$ cat config.mk
export PLATFORM = sky130hd
export DESIGN_NAME = tbrs_front_flat
export DESIGN_NICKNAME = d
export VERILOG_FILES = /design/src/hw/rtl/assert_macros.svh /design/src/hw/rtl/tbrs_pkg.sv /design/src/hw/rtl/tbrs_if.sv /design/src/hw/rtl/tbrs_front.sv /design/src/flat_wrapper.sv
export SDC_FILE = /design/constraint.sdc
export NUM_CORES = 1
export LEC_CHECK = 0
export ABC_AREA = 1
export BUFFER_PORTS_ARGS = -buffer_cell sky130_fd_sc_hd__buf_4
export CORE_AREA = 3 3 75 77
export DETAILED_ROUTE_END_ITERATION = 12
export DIE_AREA = 0 0 78 80
export PLACE_DENSITY = 0.85
export RECOVER_POWER = 50
export SLEW_MARGIN = 10
export SYNTH_ARGS = -nofsm -noshare
export SYNTH_HDL_FRONTEND = slang
export SYNTH_SLANG_ARGS = --single-unit
$ cat constraint.sdc
create_clock -name vclk -period 4
set_clock_uncertainty 0.15 [all_clocks]
set_input_delay 0.2 -clock vclk [all_inputs]
set_output_delay 0.2 -clock vclk [all_outputs]
set_load 0.005 [all_outputs]
$ cat src/hw/rtl/assert_macros.svh
// Assertion helpers, clocked on clk with active-low reset.
`ifndef ASSERT_MACROS_SVH
`define ASSERT_MACROS_SVH
`ifndef SYNTHESIS
// condition holds on every active edge
`define CHK_ALWAYS(lbl, cond) \
    lbl: assert property (@(posedge clk) disable iff (!rst_n) (cond)) \
        else $error("check failed: condition");
// antecedent implies consequent on the same edge
`define CHK_IMPLY(lbl, ante, cons) \
    lbl: assert property (@(posedge clk) disable iff (!rst_n) (ante) |-> (cons)) \
        else $error("check failed: implication");
`else
`define CHK_ALWAYS(lbl, cond)
`define CHK_IMPLY(lbl, ante, cons)
`endif
`endif

$ cat src/hw/rtl/tbrs_pkg.sv
`timescale 1ns / 1ps
package tbrs_pkg;

    localparam int DELTA_W   = 17;
    localparam int RANGE_W   = 17;
    localparam int SQ_W      = 34;
    localparam int ISQ_STEPS = 17;
    localparam int REM_W     = 21;
    localparam int XW        = 44;
    localparam int ZW        = 32;
    localparam int DIV_QW    = 17;
    localparam int DIV_RW    = 33;
    localparam int DIV_LAT   = DIV_QW + 1;
    localparam int ATAN_LEN  = 24;

    localparam logic [15:0] ONE_Q15  = 16'h8000;
    localparam logic [16:0] MIN_FOV2 = 17'd21;

    typedef enum logic [1:0] {
        CFG_MODE = 2'd0,
        CFG_DIAG = 2'd1,
        CFG_FOV  = 2'd2
    } cfg_idx_t;

    // one queued word: delta, heading and zero flag
    typedef struct packed {
        logic signed [DELTA_W-1:0] dx;
        logic signed [DELTA_W-1:0] dy;
        logic        [15:0]        hd;
        logic                      zero;
    } tbrs_item_t;

    typedef struct packed {
        logic       valid;
        tbrs_item_t data;
    } tbrs_q_t;

    // carried alongside the CORDIC and root steps
    typedef struct packed {
        logic        zero;
        logic        dx_pos;
        logic        dy_pos;
        logic [15:0] hd;
        logic [15:0] adx;
        logic [15:0] ady;
    } tbrs_step_t;

    // carried alongside the dividers
    typedef struct packed {
        logic              mode;
        logic              zero;
        logic              dx_pos;
        logic              dy_pos;
        logic              vis;
        logic              b_pos;
        logic [15:0]       bearing;
        logic [RANGE_W-1:0] range;
    } tbrs_side_t;

    function automatic logic [ZW-1:0] atan_entry(input int unsigned k);
        logic [ZW-1:0] v;
        case (k)
            0:  v = 32'h20000000;
            1:  v = 32'h12E4051E;
            2:  v = 32'h09FB385B;
            3:  v = 32'h051111D4;
            4:  v = 32'h028B0D43;
            5:  v = 32'h0145D7E1;
            6:  v = 32'h00A2F61E;
            7:  v = 32'h00517C55;
            8:  v = 32'h0028BE53;
            9:  v = 32'h00145F2F;
            10: v = 32'h000A2F98;
            11: v = 32'h000517CC;
            12: v = 32'h00028BE6;
            13: v = 32'h000145F3;
            14: v = 32'h0000A2F9;
            15: v = 32'h0000517C;
            16: v = 32'h000028BE;
            17: v = 32'h0000145F;
            18: v = 32'h00000A2F;
            19: v = 32'h00000517;
            20: v = 32'h0000028B;
            21: v = 32'h00000145;
            22: v = 32'h000000A2;
            23: v = 32'h00000051;
            default: v = '0;
        endcase
        return v;
    endfunction

endpackage

$ cat src/hw/rtl/tbrs_if.sv
`timescale 1ns / 1ps
interface tbrs_in_if;
    logic               valid;
    logic               ready;
    logic signed [15:0] agent_x;
    logic signed [15:0] agent_y;
    logic signed [15:0] agent_heading;
    logic signed [15:0] target_x;
    logic signed [15:0] target_y;

    modport source (output valid, agent_x, agent_y, agent_heading, target_x, target_y,
                    input ready);
    modport sink   (input valid, agent_x, agent_y, agent_heading, target_x, target_y,
                    output ready);
endinterface


$ cat src/hw/rtl/tbrs_front.sv
`timescale 1ns / 1ps
module tbrs_front (
    tbrs_in_if.sink             req,
    input  logic                full,
    output logic                push,
    output tbrs_pkg::tbrs_item_t item
);
    import tbrs_pkg::*;

    logic signed [DELTA_W-1:0] dx;
    logic signed [DELTA_W-1:0] dy;

    assign dx = DELTA_W'(req.target_x) - DELTA_W'(req.agent_x);
    assign dy = DELTA_W'(req.target_y) - DELTA_W'(req.agent_y);

    assign req.ready = !full;
    assign push      = req.valid && !full;

    always_comb
    begin
        item.dx   = dx;
        item.dy   = dy;
        item.hd   = req.agent_heading;
        item.zero = (dx == '0) && (dy == '0);
    end
endmodule

$ cat src/flat_wrapper.sv
// flat-port wrapper written by rule: the top's interface ports become plain ports
module tbrs_front_flat import tbrs_pkg::*;
  (full, push, item, req_valid, req_agent_x, req_agent_y, req_agent_heading, req_target_x, req_target_y, req_ready);
  tbrs_in_if req_i ();
  input  logic full;
  output logic push;
  output tbrs_pkg::tbrs_item_t item;
  input wire logic [$bits(req_i.valid)-1:0] req_valid;
  input wire logic [$bits(req_i.agent_x)-1:0] req_agent_x;
  input wire logic [$bits(req_i.agent_y)-1:0] req_agent_y;
  input wire logic [$bits(req_i.agent_heading)-1:0] req_agent_heading;
  input wire logic [$bits(req_i.target_x)-1:0] req_target_x;
  input wire logic [$bits(req_i.target_y)-1:0] req_target_y;
  output wire logic [$bits(req_i.ready)-1:0] req_ready;
  assign req_i.valid = req_valid;
  assign req_i.agent_x = req_agent_x;
  assign req_i.agent_y = req_agent_y;
  assign req_i.agent_heading = req_agent_heading;
  assign req_i.target_x = req_target_x;
  assign req_i.target_y = req_target_y;
  assign req_ready = req_i.ready;
  tbrs_front u_core (.req(req_i), .full(full), .push(push), .item(item));
endmodule
**After elaboration in Yosys (flattened, before gate mapping)**

Cells that the tools add are included.
W data, S select, Z words.

- Bits in registers: 0
- Output and inout bits: 53
- Word-level logic and storage cells: 7

- $add $sub $neg: 2
- Reduce and logical (&&, ||, !) cells: 5

Operators by type and width:

| cell | number |
|---|---|
| $logic_not A17 Y1 | 2 |
| $sub A16 B16 Y17 | 2 |
| $logic_and A1 B1 Y1 | 2 |
| $logic_not A1 Y1 | 1 |

**Longest topological paths before layout**

- Depth in word-level cells: 3
- Depth in mapped cells: 16

**Worst setup path before layout**

Ideal clock, no wire load.

- Path kind: input port to output port
- Start point: in req_target_y[0]
- End point: out item[0] (netlist name)
- Arrival time: 1.746 ns
- Path slack: 1.904 ns
- Stages on the path: 16
- Cells stage by stage: inv_1 -> ha_1 -> fa_1 -> inv_1 -> nand3_1 -> nand2_2 -> nand2_2 -> nand2_2 -> nand2_1 -> nand2_1 -> nand2_1 -> nor2_2 -> nand3_1 -> nor2_1 -> nand3_1 -> nor2_1

RTL lines:

| what | RTL line | RTL |
|---|---|---|
| from (decl) | flat_wrapper.sv:13 | `input wire logic [$bits(req_i.target_y)-1:0] req_target_y;` |
| to (decl) | flat_wrapper.sv:7 | `output tbrs_pkg::tbrs_item_t item;` |

==> summary.md <==
| Metric | Value |
|---|---|
| Yosys warning total | `0` |
| Seq/Total Area, Yosys | `0%` |
| Average wire length per cell after detail routing | `a little over 10 µm` |
| Initial core utilization | `between 40 and 50%` |
| Launch point of the worst hold path | `req_agent_heading[5]` |
| Number of DRC violations after detailed-routing iteration 0 | `101` |
| Filler Cells Inserted | `~520` |
| Total area of sequential cells | `0 µm²` |
| CP max-delay cell | `sky130_fd_sc_hd__fa_1` |
| Routability-driven placement congestion ratio | `about 0.93` |
| Full die area | `~0.0062 mm²` |
| Number of nets produced by synthesis | `just over 600` |
| Total track usage | `between 20% and 30%` |
| Number of buffers inserted by hold repair at cts | `0` |
| Result of the run | `finished, final reports clean` |
| Required @ worst endpoint | `~3.7 ns` |
| Cell area after synthesis | `around 0.0025 mm²` |
| Crit end category | `output pin` |
| Unrepaired setup endpoints after global routing | `no` |
| Sort of element at the start of the critical path | `input port` |
| Remaining max-slew budget at the tightest pin | `approximately 83%` |
| P_sw | `roughly 270 µW` |
| Total congestion overflow | `0` |
| Via count of the routed design | `between 3000 and 4000` |
| Final net count | `700` |
| Cell Int Power | `232 µW` |
| Worst Setup Path Type | `in2out` |
| Count of input and output buffers | `103` |
| Actual slew at the worst max-slew pin | `about 0.26 ns` |
| Per-instance average area after synthesis | `between 4 and 5 µm²` |
| Switching portion of total power | `between 50 and 60%` |
| Cell types with the highest counts after synthesis | `sky130_fd_sc_hd__nand2_1, sky130_fd_sc_hd__inv_1, sky130_fd_sc_hd__nand3_1, sky130_fd_sc_hd__nor2_1, sky130_fd_sc_hd__ha_1` |
| Post-synthesis to final-layout area growth | `29.8%` |
| Pin count of the biggest net entering global routing | `7` |
| Number of antenna violations at the first check in global routing | `0` |
| Maximum operating frequency | `a little under 0.4 GHz` |
| Synth area leaders | `sky130_fd_sc_hd__nand2_1, sky130_fd_sc_hd__inv_1, sky130_fd_sc_hd__ha_1` |
| Final period utilization | `63.3%` |
| Power share of the combinational group | `between 90% and 100%` |
| DRC violation count after routing | `0` |
| Total I/O pin count | `around 140` |
| Top-area cell type share of the netlist area | `roughly a quarter` |
| Power per cell area | `roughly 160 mW/mm²` |
| Share of layout cells above drive strength 1 | `between 20% and 30%` |
| Total Routed Length | `roughly 6.6 mm` |
| Multiplexer share of the synthesized area | `0%` |
| Min Clock Period, post-route | `about 2.5 ns` |
| Worst path cell trace | `buf_4 -> inv_1 -> ha_1 -> fa_1 -> inv_1 -> nand3_1 -> nand2_2 -> nand2_2 -> nand2_2 -> nand2_1 -> nand2_1 -> nand2_1 -> nor2_2 -> nand3_1 -> nor2_1 -> nand3_1 -> nor2_1 -> buf_4` |
| CP Max Fanout | `3` |
| Number of max-cap violations | `0` |
| Cell class contributing the biggest share of worst-path delay | `simple AND/OR/NAND/NOR gates` |
| Cell type with the largest total area after synthesis | `sky130_fd_sc_hd__nand2_1` |
| DP Cell Count | `~650` |
| Cells resized by post-CTS repair | `0` |
| Worst min path class | `in2out` |
| Number of diodes added for antenna fixing | `0` |
| Arrival time at the worst endpoint | `between 2 and 2.5 ns` |
| Buffers and inverters on the worst path | `4` |
| Register share of total power | `0%` |
| Most common cell in the synthesized netlist | `sky130_fd_sc_hd__nand2_1` |
| Static leakage | `0.00216 µW` |
| Number of detailed-route iterations in the first pass | `4` |
| Xor-xnor portion of the synthesized cell area | `roughly 1.4%` |
| Die Y | `around 80 µm` |
| Wire length of the first global-routing pass | `between 10 and 15 mm` |
| Die Span X | `78 µm` |
| Synthesized-area fraction occupied by and/or/nand/nor cells | `49.2%` |
| Number of routed nets with antenna violations | `0` |
| Final-layout clock buffer total | `0` |
| Final hold viol count | `0` |
| Post-CTS Setup Inserts | `0` |
| Area share of fa/ha/maj cells after synthesis | `17.8%` |
| Number of setup violations in the final report | `0` |
| Part of the total power dissipated in the clock network | `0%` |
| Vias per inst | `4.72` |
| Max stage delay on crit path | `0.40 ns` |
| Dominant combinational cell family by area after synthesis | `simple AND/OR/NAND/NOR gates` |
| Number of distinct library cells after synthesis | `25` |
| Post-route setup TNS | `0 ns` |
| Max VDD drop | `71.9 µV` |
| Number of core rows | `26` |
| Sum of net half-perimeters after detailed placement | `6.05 mm` |
| Cells after synthesis | `495` |
| Area used by multi-input combinational logic | `0.00185 mm²` |
| Max-slew violations | `0` |
| Synth Area in Compound Gates | `under 10%` |
| Vias in the first global route | `approximately 2800` |
| Number of cells on the worst hold path | `0` |
| Final worst hold slack | `around 0.25 ns` |
| Area of the core region | `0.00507 mm²` |
| Worst Hold Endpoint | `item[6]` |
| Total number of sequential cells | `0` |
| Cell Count, Final, Fillers Out | `~650` |
[metrics by stage]
stage / power, µW / setup slack (ns) / cell area [µm²] / utilization, %
3_3_place_gp: 499 / 1.55 / 3210 / 63.3
3_5_place_dp: 508 / 1.45 / 3210 / 63.3
2_1_floorplan: 315 / 1.90 / 2470 / -
6_report: 506 / 1.47 / 3210 / 63.3
5_1_grt: 575 / 1.23 / 3210 / 63.3
4_1_cts: 510 / 1.44 / 3210 / 63.3
[cell type report]
class | instances | share of cell area, %
Inverter | 134 | 15.7
Multi-Input combinational cell | 345 | 57.5
Tap cell | 70 | 2.73
Timing Repair Buffer | 103 | 24.1
[kinds of logic (layout without fill, tap and decap cells)]
kind of cell,count (synthesis),after routing
AO/OA/AOI/OAI,28,28
XOR/XNOR,3,3
adder cells (fa/ha/maj),34,34
buffers and inverters,150,237
AND/OR/NAND/NOR,280,280
[cells in the final DEF (no fill, tap or decap), types with 7 or more instances in the layout]
| cell type | instances |
|---|---|
| sky130_fd_sc_hd__clkbuf_4 | 9 |
| sky130_fd_sc_hd__nand2_1 | 168 |
| sky130_fd_sc_hd__a21oi_1 | 16 |
| sky130_fd_sc_hd__ha_1 | 32 |
| sky130_fd_sc_hd__nand3_1 | 37 |
| sky130_fd_sc_hd__buf_4 | 94 |
| sky130_fd_sc_hd__nor2_1 | 33 |
| sky130_fd_sc_hd__nand2_2 | 16 |
| sky130_fd_sc_hd__nand4_1 | 7 |
| sky130_fd_sc_hd__inv_1 | 129 |
[worst max path at each step]
stage	start	endpoint	slack (ns)	cells past startpoint
floorplan	req_target_y[0]	item[0]	1.90	16
CTS	req_target_y[0]	item[0]	1.44	18
global route	req_target_y[0]	item[0]	1.23	18
finish	req_target_y[0]	item[0]	1.47	18
global placement	req_target_x[0]	item[0]	1.55	17
detailed placement	req_target_y[0]	item[0]	1.45	18
[power by group through the flow]
stage | Combinational [µW] | Sequential [µW] | Clock [µW]
2_1_floorplan | 315 | 0 | 0
4_1_cts | 510 | 0 | 0
6_report | 506 | 0 | 0
5_1_grt | 575 | 0 | 0
3_3_place_gp | 499 | 0 | 0
3_5_place_dp | 508 | 0 | 0
[metal layers]
metal	global-route usage (%)	part of all wire, %
met5	0	0
met4	3.85	1.8
met3	1.24	4.5
met2	42.5	51
met1	23.3	42
(Power assumes the default switching activity.)
