--- src/hw/rtl/assert_macros.svh ---
// Assertion helpers, clocked on clk with active-low reset.
`ifndef ASSERT_MACROS_SVH
`define ASSERT_MACROS_SVH
`ifndef SYNTHESIS
// condition holds on every active edge
`define CHK_ALWAYS(lbl, cond) \
    lbl: assert property (@(posedge clk) disable iff (!rst_n) (cond)) \
        else $error("check failed: condition");
// antecedent implies consequent on the same edge
`define CHK_IMPLY(lbl, ante, cons) \
    lbl: assert property (@(posedge clk) disable iff (!rst_n) (ante) |-> (cons)) \
        else $error("check failed: implication");
`else
`define CHK_ALWAYS(lbl, cond)
`define CHK_IMPLY(lbl, ante, cons)
`endif
`endif

--- src/hw/rtl/tbrs_pkg.sv ---
`timescale 1ns / 1ps
package tbrs_pkg;

    localparam int DELTA_W   = 17;
    localparam int RANGE_W   = 17;
    localparam int SQ_W      = 34;
    localparam int ISQ_STEPS = 17;
    localparam int REM_W     = 21;
    localparam int XW        = 44;
    localparam int ZW        = 32;
    localparam int DIV_QW    = 17;
    localparam int DIV_RW    = 33;
    localparam int DIV_LAT   = DIV_QW + 1;
    localparam int ATAN_LEN  = 24;

    localparam logic [15:0] ONE_Q15  = 16'h8000;
    localparam logic [16:0] MIN_FOV2 = 17'd21;

    typedef enum logic [1:0] {
        CFG_MODE = 2'd0,
        CFG_DIAG = 2'd1,
        CFG_FOV  = 2'd2
    } cfg_idx_t;

    // one queued word: delta, heading and zero flag
    typedef struct packed {
        logic signed [DELTA_W-1:0] dx;
        logic signed [DELTA_W-1:0] dy;
        logic        [15:0]        hd;
        logic                      zero;
    } tbrs_item_t;

    typedef struct packed {
        logic       valid;
        tbrs_item_t data;
    } tbrs_q_t;

    // carried alongside the CORDIC and root steps
    typedef struct packed {
        logic        zero;
        logic        dx_pos;
        logic        dy_pos;
        logic [15:0] hd;
        logic [15:0] adx;
        logic [15:0] ady;
    } tbrs_step_t;

    // carried alongside the dividers
    typedef struct packed {
        logic              mode;
        logic              zero;
        logic              dx_pos;
        logic              dy_pos;
        logic              vis;
        logic              b_pos;
        logic [15:0]       bearing;
        logic [RANGE_W-1:0] range;
    } tbrs_side_t;

    function automatic logic [ZW-1:0] atan_entry(input int unsigned k);
        logic [ZW-1:0] v;
        case (k)
            0:  v = 32'h20000000;
            1:  v = 32'h12E4051E;
            2:  v = 32'h09FB385B;
            3:  v = 32'h051111D4;
            4:  v = 32'h028B0D43;
            5:  v = 32'h0145D7E1;
            6:  v = 32'h00A2F61E;
            7:  v = 32'h00517C55;
            8:  v = 32'h0028BE53;
            9:  v = 32'h00145F2F;
            10: v = 32'h000A2F98;
            11: v = 32'h000517CC;
            12: v = 32'h00028BE6;
            13: v = 32'h000145F3;
            14: v = 32'h0000A2F9;
            15: v = 32'h0000517C;
            16: v = 32'h000028BE;
            17: v = 32'h0000145F;
            18: v = 32'h00000A2F;
            19: v = 32'h00000517;
            20: v = 32'h0000028B;
            21: v = 32'h00000145;
            22: v = 32'h000000A2;
            23: v = 32'h00000051;
            default: v = '0;
        endcase
        return v;
    endfunction

endpackage

--- src/hw/rtl/tbrs_queue.sv ---
`timescale 1ns / 1ps
module tbrs_queue #(
    parameter int DEPTH = 4
) (
    input  logic                 clk,
    input  logic                 rst_n,
    input  logic                 push,
    input  tbrs_pkg::tbrs_item_t item,
    input  logic                 pop,
    output tbrs_pkg::tbrs_q_t    q,
    output logic                 full
);
    import tbrs_pkg::*;

    localparam int PW = (DEPTH > 1) ? $clog2(DEPTH) : 1;
    localparam int CW = $clog2(DEPTH + 1);

    tbrs_item_t      mem [0:DEPTH-1];
    logic [PW-1:0]   wr_ptr_reg, wr_ptr_next;
    logic [PW-1:0]   rd_ptr_reg, rd_ptr_next;
    logic [CW-1:0]   cnt_reg, cnt_next;
    logic            do_pop;

    assign full   = (cnt_reg == CW'(DEPTH));
    assign do_pop = pop && (cnt_reg != '0);

    always_comb
    begin
        wr_ptr_next = wr_ptr_reg;
        rd_ptr_next = rd_ptr_reg;
        if (push)
            wr_ptr_next = (wr_ptr_reg == PW'(DEPTH - 1)) ? '0 : wr_ptr_reg + 1'b1;
        if (do_pop)
            rd_ptr_next = (rd_ptr_reg == PW'(DEPTH - 1)) ? '0 : rd_ptr_reg + 1'b1;
        cnt_next = cnt_reg + CW'(push) - CW'(do_pop);
    end

    always_ff @(posedge clk or negedge rst_n)
    begin
        if (!rst_n)
        begin
            wr_ptr_reg <= '0;
            rd_ptr_reg <= '0;
            cnt_reg    <= '0;
        end
        else
        begin
            wr_ptr_reg <= wr_ptr_next;
            rd_ptr_reg <= rd_ptr_next;
            cnt_reg    <= cnt_next;
        end
    end

    always_ff @(posedge clk)
    begin
        if (push)
            mem[wr_ptr_reg] <= item;
    end

    assign q.valid = (cnt_reg != '0);
    assign q.data  = mem[rd_ptr_reg];
endmodule

--- config.mk ---
export PLATFORM = sky130hd
export DESIGN_NAME = tbrs_queue
export DESIGN_NICKNAME = d
export VERILOG_FILES = /design/src/hw/rtl/assert_macros.svh /design/src/hw/rtl/tbrs_pkg.sv /design/src/hw/rtl/tbrs_queue.sv
export SDC_FILE = /design/constraint.sdc
export NUM_CORES = 1
export LEC_CHECK = 0
export BUFFER_PORTS_ARGS = -buffer_cell sky130_fd_sc_hd__buf_2
export CORE_UTILIZATION = 35
export DETAILED_ROUTE_END_ITERATION = 8
export PLACE_DENSITY = 0.59
export SYNTH_ARGS = -nofsm -noshare
export SYNTH_HDL_FRONTEND = slang
export SYNTH_SLANG_ARGS = --single-unit
--- constraint.sdc ---
create_clock -name clk -period 2.15 [get_ports clk]
set_input_delay 0.43 -clock clk [delete_from_list [all_inputs] [get_ports clk]]
set_output_delay 0.43 -clock clk [all_outputs]
set_load 0.02 [all_outputs]
# Word level (Yosys, flattened, before mapping)
# Memory sizes are Yosys's and may differ from the RTL's.
# Cells that the tools add are included.
[classes]
bitwise = 0
reduce_logical = 2
addsub = 4
n_mux = 4
shift = 0
mul = 0
eq_ne = 3
n_lt_le_gt_ge = 0
div_mod_pow = 0
[ops]
columns = ["cell", "count"]
rows = [
  ["$add 2x1->2 const B", 2],
  ["$eq 2x2->1 const B", 2],
  ["$mux 2", 2],
  ["$add 3x1->3", 1],
  ["$eq 3x3->1 const B", 1],
  ["$reduce_bool 3->1", 1],
  ["$sub 3x1->3", 1],
  ["$mux 1", 2],
  ["$logic_and 1x1->1", 1],
]
[word_totals]
reg_bits = 7
n_memories = 1
wordCells = 17
rom_bits = 0
latch_bits = 0
ramBits = 204
inputBits = 55
out_inout_bits = 53
[mem_list]
columns = ["memory", "words", "word_bits", "rd", "rd_ports_with_merged_regs", "write_ports", "line", "source"]
rows = [
  ["mem", 4, 51, 1, 0, 1, "tbrs_queue.sv:18", "tbrs_item_t mem [0:DEPTH-1];"],
]

# Depth between registers and ports, before layout
# Gate-level depths: netlist of the first run.
[depth]
ltp_word = 3
ltp_mapped = 7
depth_no_buf = 7

# Least setup slack after synthesis of the first run
# OpenSTA, ideal clock, no wires.
[synth_timing]
kind = "register to register"
start = "reg wr_ptr_reg[0]"
end = "mem mem[2][0] in the netlist's numbering (enable)"
period_less_slack_ps = 2247
n_path_buf = 0
setup_ps = 414
slack_ps = -97
t_arrival_ps = 1833
stages_incl_launch_ff = 4
required_ps = 1736
path_cell_list = "dfrtp_1 > inv_1 > ha_1 > and2_1"
[synth_rtl]
columns = ["element", "line", "source"]
rows = [
  ["start, declared", "tbrs_queue.sv:19", "logic [PW-1:0] wr_ptr_reg, wr_ptr_next;"],
  ["start signal, assigned", "tbrs_queue.sv:48", "wr_ptr_reg <= wr_ptr_next;"],
  ["end, declared", "tbrs_queue.sv:18", ""],
]
# No word-level cell before the write port.

==> impl_metrics.env, run 1 <==
export IMPL_clk_pin_slew_ps=60
export IMPL_ioPinCount=108
export IMPL_grt_overflow=0
export IMPL_setup_viol=51
export IMPL_area_growth_pct=27.9
export IMPL_worstMarginPinSlew_ps=374
export IMPL_grt_busiest_layer="met2"
export IMPL_p_sw_share_pct=29.5
export IMPL_crit_slowest_cell="mux4_2"
export IMPL_gp_congestion=0.693
export IMPL_synthSimpleGateAreaFrac_pct=0.686
export IMPL_synth_top_area_cell="edfxtp_1"
export IMPL_yosys_register_bits=211
export IMPL_cp_slowest_stage_delay_ps=520
export IMPL_grt_pass1_wl_mm=22.3
export IMPL_met3_usage_pct=3.35
export IMPL_core_area_um2=21900
export IMPL_grt_use_total_pct=13.3
export IMPL_required_ps=1720
export IMPL_reg2reg_depth=7
export IMPL_postLayoutSetupSlackWorst_ps=-204
export IMPL_drive_gt1_share_pct=47.4
export IMPL_wl_per_cell_um=19.9
export IMPL_avgSynthCellArea_um2=25.7
export IMPL_clk_latency_ps=490
export IMPL_worstHoldPathType="primary input to flip-flop"
export IMPL_rows=54
export IMPL_ir_drop_mv=0.717
export IMPL_path_class="flip-flop to primary output"
export IMPL_layout_commonest_cell="edfxtp_1"
export IMPL_drc=0
export IMPL_fp_dieH_um=152
export IMPL_worstPathCellList="buf_8 > clkbuf_16 > mux4_2 > buf_6"
export IMPL_synth_seq_area_share_pct=80.3
export IMPL_cts_made_buffers=23
export IMPL_slew_headroom_pct=75.1
export IMPL_initial_utilization_pct=35.8
export IMPL_max_freq_mhz=425
export IMPL_end_kind="primary output"
export IMPL_path_buf_inv=3
export IMPL_die_x_um=152
export IMPL_drt_iter0_markers=155
export IMPL_largest_reg_flops=204
export IMPL_drv_cap=0
export IMPL_htree_levels=1
export IMPL_postRouteAntennaNets=0
export IMPL_clkPwrFrac_pct=24.1
export IMPL_cp_startpoint="rd_ptr_reg[0]"
export IMPL_drt_wl_total_mm=14.9
export IMPL_synth_top_family_by_area="multiplexers"
export IMPL_synth_xor_area_share_pct=0.223
export IMPL_leakagePower_uw=0.00349
export IMPL_grt_max_degree=32
export IMPL_dr_pass1_iters=4
export IMPL_grt_use_met1_pct=16.7
export IMPL_intPower_uw=10200
export IMPL_hold_path_end="mem[3][38]"
export IMPL_antenna_found_initial=3
export IMPL_routed_via_density=4.79
export IMPL_rsz0062_at_grt="yes"
export IMPL_dieArea_um2=23000
export IMPL_fin_tns_setup_ps=-8620
export IMPL_netlist_area_leader_share_pct=78.1
export IMPL_hold_depth=1
export IMPL_layout_common_cells="edfxtp_1 (204), buf_6 (57), buf_2 (56)"
export IMPL_synthAdderAreaFrac_pct=1.37
export IMPL_muxShareOfSynthArea_pct=15.1
export IMPL_ys_top_cells_by_area="edfxtp_1 (78%), mux4_2 (14%), dfrtp_1 (2.2%)"
export IMPL_period_needed_ps=2350
export IMPL_ff2ff_setup_slack_ps=160
export IMPL_synth_cell_types=22
export IMPL_cts_tree="yes"
export IMPL_p_per_area_nw_per_um2=1440
export IMPL_grt_pass1_vias=3967
export IMPL_met2_usage_pct=22.8
export IMPL_syn_inst=305
export IMPL_drv_slew=0
export IMPL_cp_start_kind="flip-flop"
export IMPL_cts_sinks=211
export IMPL_clock_skew_ps=6.50
export IMPL_seq_power_share_pct=37.8
export IMPL_crit_fanout=4
export IMPL_synth_area_um2=7850
export IMPL_hp_start="item[38]"
export IMPL_synth_compound_area_share_pct=0.223
export IMPL_arrival_ps=1920
export IMPL_via_count=3585
export IMPL_power_uw=14500
export IMPL_r2r_start="cnt_reg[1]"
export IMPL_crit_family="multiplexers"
export IMPL_dp_slack_ps=101
export IMPL_whs_ps=152
export IMPL_period_share_pct=109
export IMPL_r2r_end="cnt_reg[2]"
export IMPL_yosysWarningCount=0
export IMPL_p_sw_uw=4270
export IMPL_numPortBuffers=107
export IMPL_comb_power_share_pct=38.0
export IMPL_finalHoldViolations=0
export IMPL_syn_num_nets=368
export IMPL_outcome="finished with violations"
export IMPL_cts_root_buf="clkbuf_16"
export IMPL_clk_path_buf_depth=3
export IMPL_violations="setup timing"
export IMPL_nets=516
export IMPL_hpwl_mm=8.93
[cell usage after synthesis]
cell type and instances:
buf_2 5, mux4_1 3, and2_1 4, or3b_2 1
fa_1 1, nand2_1 1, clkbuf_1 1, o31ai_1 1
edfxtp_1 204, mux2_2 2, ha_1 7, buf_6 1
inv_1 7, o21ai_0 2, dfrtp_1 7, buf_12 5
mux4_2 48, xor2_1 1, nor2_1 1, xnor2_1 1
and3_1 1, or3_1 1
[worst max-delay path by stage]
stage,endpoint,slack (ps),cells past startpoint
CTS,q[12],-240,4
floorplan,cnt_reg[2],220,7
global placement,q[31],140,3
global route,q[12],-270,4
finish,q[47],-200,4
detailed placement,cnt_reg[2],100,7
[metrics by stage]
step / instances / util [%] / cell area (um^2)
floorplan: 305 / - / 7850
global placement: 695 / 40.3 / 8820
detailed placement: 695 / 40.3 / 8820
CTS: 746 / 45.3 / 9920
global route: 748 / 45.8 / 10000
finish: 749 / 45.8 / 10000
[timing repair]
item | 4_1_cts | 5_1_grt
setup buffers | 7 | 1
cloned | 3 | 1
resized for setup | 98 | 24
endpoints found under the setup margin | 51 | 52
hold buffers | 1 | 0
endpoints found under the hold margin | 7 | 0
[power by group through the flow]
stage / clock (uW) / combinational (uW) / sequential [uW]
floorplan: 0 / 3020 / 5480
global placement: 0 / 4210 / 5570
detailed placement: 0 / 4230 / 5620
CTS: 3610 / 5400 / 5490
global route: 3770 / 5920 / 5550
finish: 3500 / 5520 / 5490
[final cells by class]
cell class                 count  area [um^2]
inverter                       7         26.3
sequential                   211         6310
fill                        1869        11900
antenna                        1         2.50
clock inverter                14         86.3
multi-input combinational     75         1380
clock buffer                  26          587
timing repair buffer         135         1290
tap                          280          350
[routing by layer]
layer | vias up | wire, um
met5 | - | 18
met4 | 4 | 304
met3 | 29 | 785
met2 | 95 | 7660
met1 | 1867 | 6100
li1 | 1590 | -
[cells by family after synthesis]
kind of cell,after synthesis
fa+ha+maj,8
compound gates,3
xor+xnor,2
buf+inv,19
flops,211
simple gates,9
mux,53
[worst register-to-register path, stage by stage (launching register included)]
cell	delay, ps
dfrtp_1	430
o31ai_2	330
inv_1	100
ha_1	290
inv_1	40
ha_1	180
fa_1	380
xnor2_1	140
Note: power is estimated with default switching activity, not from simulation.
==> run 2, diff against run 1 <==
PLACE_DENSITY = not set   (was 0.59)
PLACE_DENSITY_LB_ADDON = 0.05   (was not set)
clock period = 2 ns   (was 2.15 ns; I/O delays follow)
==> run 2 against run 1 <==
Register-to-register slack got worse by 60 ps. Clock-buffer cell count rose by 4. The run still ends with setup timing left. Core utilization rose by 0.057 points. First-iteration DRC count rose by 17%. Non-clock buffer count fell by 3.
==> impl_metrics.env, run 2 (synthesized netlist as in run 1, its figures left out) <==
export IMPL_outcome="finished with violations"
export IMPL_violations="setup timing"
export IMPL_drc=0
export IMPL_drt_wl_total_mm=15.4
export IMPL_ir_drop_mv=0.727
export IMPL_gp_congestion=0.684
export IMPL_htree_levels=1
export IMPL_slew_headroom_pct=74.2
export IMPL_ff_latch_area_um2=6310
export IMPL_hp_start="item[46]"
export IMPL_die_x_um=152
export IMPL_cts_tree="yes"
export IMPL_setup_viol=51
export IMPL_routed_via_density=4.79
export IMPL_worstPathCellList="buf_12 > clkbuf_16 > mux4_2 > buf_6"
export IMPL_dieArea_um2=23000
export IMPL_fp_dieH_um=152
export IMPL_largest_reg_flops=204
export IMPL_hpwl_mm=8.55
export IMPL_crit_family="multiplexers"
export IMPL_via_count=3580
export IMPL_ioPinCount=108
export IMPL_crit_slowest_cell="mux4_2"
export IMPL_initial_utilization_pct=35.8
export IMPL_clock_skew_ps=6.52
export IMPL_drt_iter0_markers=181
export IMPL_max_freq_mhz=427
export IMPL_fillers=1873
export IMPL_drive_gt1_share_pct=47.9
export IMPL_cts_made_buffers=23
export IMPL_finalHoldViolations=0
export IMPL_grt_pass1_wl_mm=22.6
export IMPL_clk_path_buf_depth=3
export IMPL_path_class="flip-flop to primary output"
export IMPL_dr_pass1_iters=4
export IMPL_instances_no_fill=747
export IMPL_postPlaceCellArea_um2=8820
export IMPL_cp_slowest_stage_delay_ps=530
export IMPL_area_growth_pct=28.1
export IMPL_r2r_start="cnt_reg[2]"
export IMPL_worstMarginPinSlew_ps=387
export IMPL_grt_overflow=0
export IMPL_numPortBuffers=107
export IMPL_end_kind="primary output"
export IMPL_clk_latency_ps=500
export IMPL_layout_commonest_cell="edfxtp_1"
export IMPL_dpl_cell_count=694
export IMPL_drv_slew=0
export IMPL_worstHoldPathType="primary input to flip-flop"
export IMPL_path_buf_inv=3
export IMPL_period_needed_ps=2340
export IMPL_wl_per_cell_um=20.6
export IMPL_postRouteAntennaNets=0
export IMPL_grt_pass1_vias=3854
export IMPL_final_area_um2=10000
export IMPL_layout_common_cells="edfxtp_1 (204), buf_2 (60), mux4_2 (51)"
export IMPL_arrival_ps=1940
export IMPL_core_area_um2=21900
export IMPL_p_per_area_nw_per_um2=1570
export IMPL_nets=513
export IMPL_required_ps=1600
export IMPL_cp_startpoint="rd_ptr_reg[0]"
export IMPL_antenna_found_initial=3
export IMPL_clk_pin_slew_ps=60
export IMPL_grt_use_total_pct=13.5
export IMPL_leakagePower_uw=0.00350
export IMPL_cts_sinks=211
export IMPL_postLayoutSetupSlackWorst_ps=-343
export IMPL_period_share_pct=117
export IMPL_multi_input_area_um2=1380
export IMPL_dp_slack_ps=13.9
export IMPL_drv_cap=0
export IMPL_crit_fanout=7
export IMPL_rows=54
export IMPL_grt_max_degree=45
export IMPL_cts_root_buf="clkbuf_16"
export IMPL_cp_start_kind="flip-flop"
export IMPL_rsz0062_at_grt="yes"
==> run 2: path summary, 6_finish.rpt <==
kind	end	slack (ps)	depth (start not counted)
min in group asynchronous	wr_ptr_reg[0]	270	2
hold reg to reg	wr_ptr_reg[0]	620	2
setup reg to reg	cnt_reg[2]	100	7
hold / removal	mem[2][46]	110	1
max in group asynchronous	rd_ptr_reg[0]	1540	2
setup / recovery	q[9]	-340	4
==> run 2: area by class of cell <==
cell class | count | share of cell area [%]
flip-flops and latches | 211 | 62.8
multi-input cells | 75 | 13.7
repair buffers | 132 | 12.4
clock buffers | 30 | 5.99
well taps | 280 | 3.49
clock inverters | 11 | 1.33
inverters | 7 | 0.261
diodes | 1 | 0.0249
==> run 2: per-layer routing <==
metal	GRT usage, %	vias to the layer above	share of wire, %
met5	0	-	0.091
met4	3.71	2	1.7
met3	3.62	25	6.2
met2	21.8	102	48
met1	17.9	1864	44
li1	-	1587	-
==> run 2: what timing repair did <==
| item | CTS | global route |
|---|---|---|
| pin swaps | 0 | 1 |
| gates cloned | 1 | 5 |
| resized for setup | 31 | 77 |
| buffers inserted | 3 | 3 |
| endpoints found under the hold margin | 7 | 0 |
| hold buffers | 1 | 0 |
| setup endpoints to repair | 51 | 52 |
==> run 2: where the power goes <==
part,total (uW),internal [uW],switching [uW],leakage (uW)
Sequential,5870,5680,189,0.00195
Combinational,5830,2960,2870,0.00119
Clock,4100,2510,1600,0.000359
==> run 2: stage by stage <==
stage	util, %	hold slack, ps	power (uW)	setup TNS, ps
after detailed placement	40.3	256	10600	0
after global routing	45.9	91.7	16600	-19270
final	45.9	111	15800	-15530
after CTS	44.4	91.6	15200	-17170
after floorplan	-	104	9150	0
after global placement	40.3	252	10600	0
==> run 3, diff against run 2 <==
ABC_AREA = 1   (was not set)
==> run 3 against run 2 <==
The run still ends with setup timing left. Critical path depth increased by 1. Sequential share of layout area decreased by 4.7 points. First-iteration DRC count increased by 30%. Synthesized cell count increased by 110%. Maximum frequency increased by 6.8%. Clock skew about the same. Worst hold slack improved by 2.3 ps. Non-clock buffer count increased by 4. Routed wire length increased by 20%. Via count increased by 43%. Largest cell class unchanged.
==> impl_metrics.env, run 3 <==
export IMPL_outcome="finished with violations"
export IMPL_violations="setup timing"
export IMPL_clock_skew_ps=7.02
export IMPL_cp_depth=5
export IMPL_syn_inst=649
export IMPL_fin_tns_setup_ps=-7800
export IMPL_ioPinCount=108
export IMPL_leakagePower_uw=0.00433
export IMPL_fillers=2219
export IMPL_drv_cap=0
export IMPL_yosysMostFrequentCell="edfxtp_1"
export IMPL_cp_slowest_stage_delay_ps=490
export IMPL_avgSynthCellArea_um2=13.6
export IMPL_via_count=5113
export IMPL_htree_levels=1
export IMPL_grt_use_total_pct=14.3
export IMPL_worstMarginPinSlew_ps=389
export IMPL_synth_area_um2=8830
export IMPL_worstPathCellList="buf_2 > buf_4 > o211ai_1 > nand2_1 > buf_2"
export IMPL_grt_overflow=0
export IMPL_ys_top_cells_by_area="edfxtp_1 (69%), o211ai_2 (7.2%), nand2_1 (7.2%)"
export IMPL_gp_congestion=0.719
export IMPL_synth_edf_count=204
export IMPL_routed_via_density=4.57
export IMPL_crit_family="buffers and inverters"
export IMPL_drt_iter0_markers=235
export IMPL_p_per_area_nw_per_um2=1530
export IMPL_path_buf_inv=3
export IMPL_drt_wl_total_mm=18.5
export IMPL_grt_pass1_vias=5139
export IMPL_grt_pass1_wl_mm=28.0
export IMPL_rsz0062_at_grt="yes"
export IMPL_netlist_area_leader_share_pct=69.4
export IMPL_cts_sinks=211
export IMPL_dieArea_um2=25900
export IMPL_die_x_um=161
export IMPL_setup_viol=51
export IMPL_yosys_register_bits=211
export IMPL_synth_top_area_cell="edfxtp_1"
export IMPL_crit_slowest_cell="dfrtp_4"
export IMPL_wl_per_cell_um=16.5
export IMPL_crit_top_cell="buf_2"
export IMPL_core_area_um2=24500
export IMPL_required_ps=1600
export IMPL_ir_drop_mv=0.781
export IMPL_area_growth_pct=23.1
export IMPL_dp_slack_ps=90.0
export IMPL_arrival_ps=1790
export IMPL_drc=0
export IMPL_numPortBuffers=107
export IMPL_slew_headroom_pct=74.1
export IMPL_drv_slew=0
export IMPL_nets=841
export IMPL_clk_pin_slew_ps=60
export IMPL_initial_utilization_pct=36.0
export IMPL_ys_flop_type="edfxtp_1"
export IMPL_period_needed_ps=2190
export IMPL_synth_cell_types=18
export IMPL_grt_max_degree=42
export IMPL_rows=57
export IMPL_crit_fanout=5
export IMPL_worstHoldPathType="primary input to flip-flop"
export IMPL_yosys_top_cells_count="edfxtp_1 (204), nand2_1 (170), inv_1 (114), o211ai_1 (51), o211ai_2 (51)"
export IMPL_clk_path_buf_depth=3
export IMPL_fp_dieH_um=161
export IMPL_drive_gt1_share_pct=28.2
export IMPL_layout_common_cells="edfxtp_1 (204), nand2_1 (166), inv_1 (110)"
export IMPL_synth_seq_area_share_pct=71.4
export IMPL_end_kind="primary output"
export IMPL_syn_num_nets=712
export IMPL_antenna_found_initial=3
export IMPL_path_class="flip-flop to primary output"
export IMPL_dr_pass1_iters=4
export IMPL_cp_start_kind="flip-flop"
export IMPL_hpwl_mm=10.9
export IMPL_cts_tree="yes"
export IMPL_cts_made_buffers=25
export IMPL_postLayoutSetupSlackWorst_ps=-193
export IMPL_reg2reg_depth=10
export IMPL_largest_reg_flops=204
export IMPL_period_share_pct=110
export IMPL_max_freq_mhz=456
export IMPL_cts_root_buf="clkbuf_16"
export IMPL_layout_commonest_cell="edfxtp_1"
export IMPL_clk_latency_ps=500
export IMPL_postSynth_asyncResetShare_pct=3.32
export IMPL_hold_depth=1
export IMPL_yosysWarningCount=0
export IMPL_postRouteAntennaNets=0
export IMPL_finalHoldViolations=0
[run 3: changes by cell type after synthesis, moves of 3 or more]
| cell | delta |
|---|---|
| inv_1 | +107 |
| buf_6 | +15 |
| buf_12 | -5 |
| o211ai_1 | +51 |
| mux4_1 | -3 |
| o211ai_2 | +51 |
| nand2_1 | +169 |
| and2_1 | -4 |
| buf_2 | +11 |
| mux4_2 | -48 |
[run 3: cell type report]
| cell class | instances | area (um^2) | area share [%] |
|---|---|---|---|
| multi-input combinational | 289 | 1820 | 16.8 |
| timing repair buffer | 136 | 1180 | 10.8 |
| sequential | 211 | 6310 | 58.1 |
| clock buffer | 37 | 671 | 6.17 |
| inverter | 115 | 445 | 4.10 |
| clock inverter | 7 | 32.5 | 0.300 |
| antenna | 1 | 2.50 | 0.0230 |
| tap | 324 | 405 | 3.73 |
[run 3: report_power, final]
group	switching, uW	internal [uW]	leakage, uW
clock network	1590	2300	0.000338
logic	4150	2700	0.00204
registers	227	5690	0.00196
total	5970	10700	0.00433
[run 3: cell families (layout without fill, tap and decap cells)]
family | Yosys count | in the layout | synth area share (%)
AO/OA/AOI/OAI | 104 | 104 | 11.7
adder cells (fa/ha/maj) | 8 | 8 | 1.22
buffers and inverters | 149 | 295 | 8.09
flip-flops | 211 | 211 | 71.4
other | 0 | 1 | 0
AND/OR/NAND/NOR | 177 | 177 | 7.61
[run 3: worst paths after layout]
| kind | from | to | slack [ps] |
|---|---|---|---|
| setup / recovery | rd_ptr_reg[0] | q[39] | -190 |
| hold / removal | item[8] | mem[1][8] | 110 |
| setup reg to reg | cnt_reg[1] | cnt_reg[2] | 120 |
| hold reg to reg | cnt_reg[2] | cnt_reg[2] | 580 |
| max in group asynchronous | rst_n | rd_ptr_reg[1] | 1560 |
| min in group asynchronous | rst_n | cnt_reg[0] | 260 |
[run 3: repair_timing]
action | in CTS | in global routing
buffers inserted | 4 | 0
endpoints found under the setup margin | 51 | 52
hold buffers | 1 | 0
endpoints found under the hold margin | 7 | 0
pin swaps | 7 | 31
gates cloned | 0 | 5
resized for setup | 23 | 38
[run 3: worst reg2reg max path, stage by stage (launching register included)]
cell and delay (ps):
dfrtp_1 400, nor2_1 110, nand2_1 100, nand2_2 90, inv_1 40, ha_1 260, inv_1 40, ha_1 180
fa_1 370, nand3b_1 160, nand2_1 70
[run 3: metal layers]
metal	GRT usage [%]	vias up	wire [um]
met5	0	-	26
met4	3.77	4	348
met3	3.62	32	918
met2	24.5	98	8990
met1	17.9	2467	8220
li1	-	2512	-
[run 3: through the flow]
stage          power [uW]  hold slack [ps]  cells  utilization (%)  area (um^2)
2_1_floorplan       10200              104    649                -         8840
3_3_place_gp        11900              244   1065             39.9         9780
3_5_place_dp        12000              248   1065             39.9         9780
4_1_cts             16300             86.1   1114             43.2        10600
5_1_grt             17700             87.1   1119             44.3        10900
6_report            16700              114   1120             44.3        10900
